$ cat config.mk
export PLATFORM = sky130hd
export DESIGN_NAME = signed_int_divider
export DESIGN_NICKNAME = d
export VERILOG_FILES = /design/src/rtl/sid_pkg.sv /design/src/rtl/sid_ctrl.sv /design/src/rtl/sid_datapath.sv /design/src/rtl/signed_int_divider.sv
export VERILOG_INCLUDE_DIRS = /design/src /design/src/rtl
export SDC_FILE = /design/constraint.sdc
export NUM_CORES = 1
export LEC_CHECK = 0
export BUFFER_PORTS_ARGS = -buffer_cell sky130_fd_sc_hd__buf_2
export CAP_MARGIN = 20
export CORE_AREA = 2 2 153 155
export DETAILED_ROUTE_END_ITERATION = 6
export DIE_AREA = 0 0 155 157
export PLACE_DENSITY_LB_ADDON = 0.15
export SETUP_SLACK_MARGIN = 0.05
export SLEW_MARGIN = 20
export SYNTH_ARGS = -nofsm -noshare
export SYNTH_HDL_FRONTEND = slang
export SYNTH_HIERARCHICAL = 1
export SYNTH_SLANG_ARGS = --single-unit
$ cat constraint.sdc
create_clock -name clk -period 4 [get_ports clk]
set_input_delay 0.8 -clock clk [delete_from_list [all_inputs] [get_ports clk]]
set_output_delay 0.8 -clock clk [all_outputs]
set_load 0.1 [all_outputs]
$ cat src/rtl/assert_macros.svh
// ----------------------------------------------------------------------------
// assert_macros.svh
// Concurrent assertion helpers; empty when SYNTHESIS is defined.
// ----------------------------------------------------------------------------
`ifndef ASSERT_MACROS_SVH
`define ASSERT_MACROS_SVH

`ifndef SYNTHESIS
// same-cycle implication, disabled during reset
`define SID_ASSERT_IMP(lbl, clk, rst_n, a, b, msg) \
    lbl: assert property (@(posedge clk) disable iff (!rst_n) (a) |-> (b)) else $error(msg);
// next-cycle implication, disabled during reset
`define SID_ASSERT_NXT(lbl, clk, rst_n, a, b, msg) \
    lbl: assert property (@(posedge clk) disable iff (!rst_n) (a) |=> (b)) else $error(msg);
`else
`define SID_ASSERT_IMP(lbl, clk, rst_n, a, b, msg)
`define SID_ASSERT_NXT(lbl, clk, rst_n, a, b, msg)
`endif

`endif

$ cat src/rtl/sid_pkg.sv
// ----------------------------------------------------------------------------
// sid_pkg
// Command and status types shared by the divider controller and datapath.
// ----------------------------------------------------------------------------
`default_nettype none

package sid_pkg;

    // commands from controller to datapath
    typedef struct packed {
        logic load;     // take operands, magnitudes and special-case flags
        logic step;     // settle one quotient bit
        logic capture;  // write the output register
    } sid_cmd_t;

    // status from datapath to controller
    typedef struct packed {
        logic special;  // zero divisor or most-negative over minus one
    } sid_status_t;

endpackage

`default_nettype wire

$ cat src/rtl/sid_ctrl.sv
// ----------------------------------------------------------------------------
// sid_ctrl
// Sequencer for the divider: load, one step per quotient bit, then hand-off
// to the output register, plus the output valid flag.
// ----------------------------------------------------------------------------
`default_nettype none

module sid_ctrl
    import sid_pkg::*;
#(
    parameter int DATA_WIDTH = 32
)
(
    input  wire logic        clk,
    input  wire logic        rst_n,
    input  wire logic        in_valid,
    output logic             in_stall,
    output logic             out_valid,
    input  wire logic        out_stall,
    input  wire sid_status_t status,
    output sid_cmd_t         cmd
);

    localparam int CNT_W = (DATA_WIDTH > 1) ? $clog2(DATA_WIDTH) : 1;
    localparam logic [CNT_W-1:0] LAST_STEP = CNT_W'(DATA_WIDTH - 1);

    localparam logic [1:0] ST_IDLE = 2'd0;
    localparam logic [1:0] ST_RUN  = 2'd1;
    localparam logic [1:0] ST_DONE = 2'd2;

    logic [1:0]       state_reg, state_next;
    logic [CNT_W-1:0] cnt_reg, cnt_next;
    logic             out_valid_reg, out_valid_next;
    logic             out_free;

    // output register can take a new beat this cycle
    assign out_free = !out_valid_reg || !out_stall;

    // next state and commands
    always_comb
    begin
        state_next  = state_reg;
        cnt_next    = cnt_reg;
        cmd         = '0;
        unique case (state_reg)
            ST_IDLE:
            begin
                if (in_valid)
                begin
                    cmd.load   = 1'b1;
                    cnt_next   = '0;
                    state_next = ST_RUN;
                end
            end
            ST_RUN:
            begin
                if (status.special)
                begin
                    state_next = ST_DONE;
                end
                else
                begin
                    cmd.step = 1'b1;
                    cnt_next = cnt_reg + 1'b1;
                    if (cnt_reg == LAST_STEP)
                    begin
                        state_next = ST_DONE;
                    end
                end
            end
            ST_DONE:
            begin
                if (out_free)
                begin
                    cmd.capture = 1'b1;
                    state_next  = ST_IDLE;
                end
            end
            default:
            begin
                state_next = ST_IDLE;
            end
        endcase
    end

    // output valid: set on capture, cleared when the beat is taken
    always_comb
    begin
        out_valid_next = out_valid_reg;
        if (cmd.capture)
        begin
            out_valid_next = 1'b1;
        end
        else if (!out_stall)
        begin
            out_valid_next = 1'b0;
        end
    end

    always_ff @(posedge clk or negedge rst_n)
    begin
        if (!rst_n)
        begin
            state_reg     <= ST_IDLE;
            cnt_reg       <= '0;
            out_valid_reg <= 1'b0;
        end
        else
        begin
            state_reg     <= state_next;
            cnt_reg       <= cnt_next;
            out_valid_reg <= out_valid_next;
        end
    end

    assign in_stall  = (state_reg != ST_IDLE);
    assign out_valid = out_valid_reg;

endmodule

`default_nettype wire

$ cat src/rtl/sid_datapath.sv
// ----------------------------------------------------------------------------
// sid_datapath
// Magnitude restoring shift-subtract datapath with sign fix-up, special-case
// saturation and the output register.
// ----------------------------------------------------------------------------
`default_nettype none

module sid_datapath
    import sid_pkg::*;
#(
    parameter int DATA_WIDTH = 32
)
(
    input  wire logic                         clk,
    input  wire logic                         rst_n,
    input  wire sid_cmd_t                     cmd,
    output sid_status_t                       status,
    input  wire logic signed [DATA_WIDTH-1:0] numerator,
    input  wire logic signed [DATA_WIDTH-1:0] denominator,
    output logic signed [DATA_WIDTH-1:0]      quotient,
    output logic                              overflowed,
    output logic                              zero_divisor
);

    localparam logic [DATA_WIDTH-1:0] MOST_NEG = {1'b1, {(DATA_WIDTH-1){1'b0}}};
    localparam logic [DATA_WIDTH-1:0] MAX_POS  = {1'b0, {(DATA_WIDTH-1){1'b1}}};
    localparam logic [DATA_WIDTH-1:0] MINUS_ONE = {DATA_WIDTH{1'b1}};

    logic [DATA_WIDTH-1:0] rem_reg, rem_next;
    logic [DATA_WIDTH-1:0] quo_reg, quo_next;
    logic [DATA_WIDTH-1:0] den_reg;
    logic                  neg_reg, ovf_reg, zdiv_reg;
    logic [DATA_WIDTH-1:0] quotient_reg;
    logic                  overflowed_reg, zero_divisor_reg;

    logic [DATA_WIDTH-1:0] num_u, den_u, num_mag, den_mag;
    logic [DATA_WIDTH-1:0] trial, diff;
    logic [DATA_WIDTH-1:0] result;
    logic                  fits;

    // operand magnitudes; most negative maps onto the sign bit
    assign num_u   = $unsigned(numerator);
    assign den_u   = $unsigned(denominator);
    assign num_mag = num_u[DATA_WIDTH-1] ? (~num_u + 1'b1) : num_u;
    assign den_mag = den_u[DATA_WIDTH-1] ? (~den_u + 1'b1) : den_u;

    // one restoring step: dividend bits shift out of quo_reg into the remainder
    assign trial = {rem_reg[DATA_WIDTH-2:0], quo_reg[DATA_WIDTH-1]};
    assign fits  = (trial >= den_reg);
    assign diff  = trial - den_reg;

    always_comb
    begin
        rem_next = rem_reg;
        quo_next = quo_reg;
        if (cmd.load)
        begin
            rem_next = '0;
            quo_next = num_mag;
        end
        else if (cmd.step)
        begin
            rem_next = fits ? diff : trial;
            quo_next = {quo_reg[DATA_WIDTH-2:0], fits};
        end
    end

    // operand registers
    always_ff @(posedge clk)
    begin
        rem_reg <= rem_next;
        quo_reg <= quo_next;
        if (cmd.load)
        begin
            den_reg  <= den_mag;
            neg_reg  <= num_u[DATA_WIDTH-1] ^ den_u[DATA_WIDTH-1];
            zdiv_reg <= (den_u == '0);
            ovf_reg  <= (num_u == MOST_NEG) && (den_u == MINUS_ONE);
        end
    end

    // flags are only looked at after a load, so they need no reset
    assign status.special = zdiv_reg || ovf_reg;

    // sign fix-up and saturation
    always_comb
    begin
        if (zdiv_reg || ovf_reg)
        begin
            result = MAX_POS;
        end
        else if (neg_reg)
        begin
            result = ~quo_reg + 1'b1;
        end
        else
        begin
            result = quo_reg;
        end
    end

    // output register
    always_ff @(posedge clk or negedge rst_n)
    begin
        if (!rst_n)
        begin
            overflowed_reg   <= 1'b0;
            zero_divisor_reg <= 1'b0;
        end
        else if (cmd.capture)
        begin
            overflowed_reg   <= ovf_reg;
            zero_divisor_reg <= zdiv_reg;
        end
    end

    always_ff @(posedge clk)
    begin
        if (cmd.capture)
        begin
            quotient_reg <= result;
        end
    end

    assign quotient     = $signed(quotient_reg);
    assign overflowed   = overflowed_reg;
    assign zero_divisor = zero_divisor_reg;

endmodule

`default_nettype wire

$ cat src/rtl/signed_int_divider.sv
// ----------------------------------------------------------------------------
// signed_int_divider
// Signed integer divider, quotient truncated toward zero, no remainder. One
// item is in work at a time: a load, then the shift-subtract loop with one
// step per quotient bit (one quotient bit per cycle through a single compare
// and subtract), then a write of the output register, which waits while a
// result beat held there is stalled. A zero divisor or the most negative
// value over minus one skips the loop; those give the largest positive
// quotient with zero_divisor or overflowed set. A new item is taken as soon
// as the previous one sits in the output register, even while that result
// beat is still stalled.
// ----------------------------------------------------------------------------
`default_nettype none
`include "assert_macros.svh"

module signed_int_divider
    import sid_pkg::*;
#(
    parameter int DATA_WIDTH = 32
)
(
    input  wire logic                         clk,
    input  wire logic                         rst_n,
    input  wire logic                         in_valid,
    output logic                              in_stall,
    input  wire logic signed [DATA_WIDTH-1:0] numerator,
    input  wire logic signed [DATA_WIDTH-1:0] denominator,
    output logic                              out_valid,
    input  wire logic                         out_stall,
    output logic signed [DATA_WIDTH-1:0]      quotient,
    output logic                              overflowed,
    output logic                              zero_divisor
);

    localparam logic [DATA_WIDTH-1:0] MAX_POS = {1'b0, {(DATA_WIDTH-1){1'b1}}};

    sid_cmd_t    cmd;
    sid_status_t status;

    // sequencer
    sid_ctrl #(
        .DATA_WIDTH (DATA_WIDTH)
    ) u_ctrl (
        .clk       (clk),
        .rst_n     (rst_n),
        .in_valid  (in_valid),
        .in_stall  (in_stall),
        .out_valid (out_valid),
        .out_stall (out_stall),
        .status    (status),
        .cmd       (cmd)
    );

    // arithmetic and output register
    sid_datapath #(
        .DATA_WIDTH (DATA_WIDTH)
    ) u_datapath (
        .clk          (clk),
        .rst_n        (rst_n),
        .cmd          (cmd),
        .status       (status),
        .numerator    (numerator),
        .denominator  (denominator),
        .quotient     (quotient),
        .overflowed   (overflowed),
        .zero_divisor (zero_divisor)
    );

    // checks
    `SID_ASSERT_NXT(a_busy_after_accept, clk, rst_n, in_valid && !in_stall, in_stall, "accepted beat did not make the divider busy")
    `SID_ASSERT_IMP(a_flags_exclusive, clk, rst_n, out_valid, !(overflowed && zero_divisor), "overflow and zero divisor flagged together")
    `SID_ASSERT_IMP(a_saturated_value, clk, rst_n, out_valid && (overflowed || zero_divisor), $unsigned(quotient) == MAX_POS, "flagged result not saturated")
    `SID_ASSERT_IMP(a_no_load_while_busy, clk, rst_n, in_stall, !cmd.load, "operands loaded while busy")

endmodule

`default_nettype wire

==> reports/qor.txt <==
Run status: finished, final reports clean
Most frequent cells in the layout: 103 x buf_2, 99 x edfxtp_1, 90 x nand2_1
Ant diodes: 0
Max-cap violations: 0
H-tree depth: 4
Initial DRC count: 505
Combinational Power Share: 0.438
Fmax: 285.1 MHz
Most frequent CP cell: or3_4
Slew Limit Fails: 0
Post-cts resize count: 0
Power Density: 695.2 nW/um2
Multi-input gate area: 4936 um2
Vias in the first global route: 7063
Final nets: 1186
Worst-path clk slew: 0.06 ns
Flip-flop and latch count after synthesis: 140
Post-DRT Antenna Nets: 0
Ys async rst share: 0.07143
Warnings, synthesis: 6
Power, Total: 0.007359 W
Startpoint Class: input pin
Final worst-path cycle share: 0.8770
CP Data Arrival Time: 3.68 ns
Number of fill cells: 2166
CTS buffer count: 17
Layout cells sized above 1: 0.1612
Initial core utilization: 0.4070
Internal Power: 0.004138 W
Cell area after synthesis: 9158 um2
DP Area: 9998 um2
Clock root buffer: clkbuf_16
CORE AREA: 22500 um2
Slew @ Worst Pin: 1.020 ns
CTS Hold Bufs: 0
Die height: 157 um
TritonRoute pass-1 iters: 7
Net Switching: 0.003221 W
# port buffers: 103
CP max stage cell: or4_1
Post-Synth Simple-Gate Area: 0.1715
Clock power share: 0.217
Post-CTS Setup Repair Bufs: 0
Worst path required time: 4.18 ns
Routed vias: 7553
CP cell instances: buf_2 > inv_1 > ha_1 > or3b_1 > or4_1 > or3_4 > or3_4 > or3_4 > or3_4 > o31ai_4 > xnor2_1
Synth cell types: 71
Reg2reg start: u_datapath/quo_reg[31]$_DFFE_PP_
Compound-Gate Fraction of Synth Area: 0.1985
VDD IR max: 0.2524 mV
Most common cell after layout, fill and taps aside: buf_2
Dominant cells by area after synthesis: edfxtp_1 32%, dfxtp_1 6.8%, xor2_1 5.8%, ha_1 5.2%, xnor2_1 4.9%
Worst Path Max Fanout: 4
Cells after Synth: 988
Total Neg Setup Slack: 0 ns
Design Area, Final: 10590 um2
RSZ-0062 raised after global routing: false
EDFF count, synth: 99
Synth Net Count: 1095
Sequential Power Share: 0.345
Max Clock Skew: 0.01023 ns
Adder-cell share of the synthesized area: 0.05411
R2R depth: 12
Avg WL per Cell: 16.18 um
Switching Fraction: 0.4377
Chip width: 155 um
Final Hold Fails: 0
Sequential Area: 3844 um2
Final Critical Period: 3.508 ns
Clock Path Buffers: 2
Post-route DRC violation count: 0
Final wirelength: 22280 um
Number of antenna violations at the first check in global routing: 0
Min setup slack post-route: 0.4921 ns
Setup violations, final: 0
GRT Total Usage: 0.1884
CP max stage delay: 0.46 ns
Xor/xnor share of the synthesized area: 0.1071
Main combinational cell family by area after synthesis: compound AO/OA/AOI/OAI gates
Hpwl dp: 16560 um
Synth Flop Type: edfxtp_1
Place WS: 0.03910 ns
Ports: 104
P&R area growth vs syn: 15.59%
Via/cell ratio: 5.485
Num rows: 55
Worst hold slack: 0.2182 ns
Clk_lat worst skew: 0.43 ns
Avg Inst Size Synth: 9.269 um2
Routability cong.: 0.8779
Worst Setup Path Type: in -> reg
Top cell type's share of synthesized area: 0.3246
Synth area leader: edfxtp_1
Max-Slew Margin vs Limit: 0.3186
Static Leak: 4.157 nW
CTS tree: yes
Worst setup EP type: flip-flop
First-pass GRT wire length: 36530 um
Hold Crit Class: in -> async
Mux share of post-synthesis cell area: 0.005875
Largest net degree at the start of global routing: 90
Seq/Total Area, Yosys: 0.4197
Start point of the critical path: denominator[0]
Grt total ovfl: 0
Die Footprint: 24340 um2
Clock sinks: 140
==> per-layer routing <==
metal | track usage | routed length, um
met1 | 0.2630 | 11090
met2 | 0.3077 | 10070
met3 | 0.02671 | 886
met4 | 0.04982 | 233
met5 | 0 | 0
==> critical path: cells and delay by family <==
family	cells	cell delay (ns)
compound gates	1	0.18
simple gates	6	2.28
xor+xnor	1	0.09
fa+ha+maj	1	0.15
buf+inv	2	0.17
==> power groups by stage <==
stage	logic, W	clock network, W	registers [W]
after floorplan	0.00201	0	0.00301
after global placement	0.00321	0	0.00256
final	0.00322	0.00160	0.00254
after global routing	0.00358	0.00170	0.00260
after CTS	0.00323	0.00163	0.00254
after detailed placement	0.00322	0	0.00256
==> synth_stat cells, drive strengths merged, types with 4 or more instances <==
cell    number
buf          6
or2          4
a21o        12
a22o         5
or4         13
nand2       91
inv         51
clkbuf      42
nor2b        5
nand2b       6
nor2        73
a211oi       4
dfrtp       10
or3         21
o211ai       4
edfxtp      99
xor2        61
nor3        12
nor4        11
o21ai       73
and2         5
o31ai       30
o41ai       13
nand4       12
and3        19
o21bai       6
nand3       29
ha          38
o21a         4
a21oi       72
dfxtp       31
xnor2       51
a311oi      17
a31oi       12
==> worst paths after layout <==
check                                                      end  slack, ns
max                           u_datapath/den_reg[30]$_DFFE_PP_       0.49
min reg2reg                      u_ctrl/cnt_reg[3]$_DFFE_PN0P_       0.49
min                               u_ctrl/out_valid$_DFFE_PN0P_       0.22
max in group asynchronous        u_ctrl/cnt_reg[1]$_DFFE_PN0P_       3.59
min in group clk                 u_ctrl/cnt_reg[3]$_DFFE_PN0P_       0.49
max reg2reg                u_datapath/rem_reg[29]$_SDFFE_PP0P_       0.75
==> final cells by class <==
class                   instances  share of cell area
multi-input cells             746              0.4663
clock inverters                15             0.01525
clock buffers                  17             0.04019
flip-flops and latches        140              0.3631
repair buffers                120             0.06194
well taps                     285             0.03369
inverters                      54             0.01950
==> through the flow <==
stage               std cells  utilization
global route             1377       0.4704
finish                   1377       0.4704
global placement         1345       0.4443
CTS                      1377       0.4704
floorplan                 988            -
detailed placement       1345       0.4443
==> cell families (layout without fill, tap and decap cells) <==
kind of cell             Yosys count  count (layout)
adder cells (fa/ha/maj)           39              39
AO/OA/AOI/OAI                    280             280
multiplexers                       5               5
XOR/XNOR                         112             112
flip-flops                       140             140
buffers and inverters            102             206
AND/OR/NAND/NOR                  310             310
No activity file was read; power rests on OpenSTA's default activity.
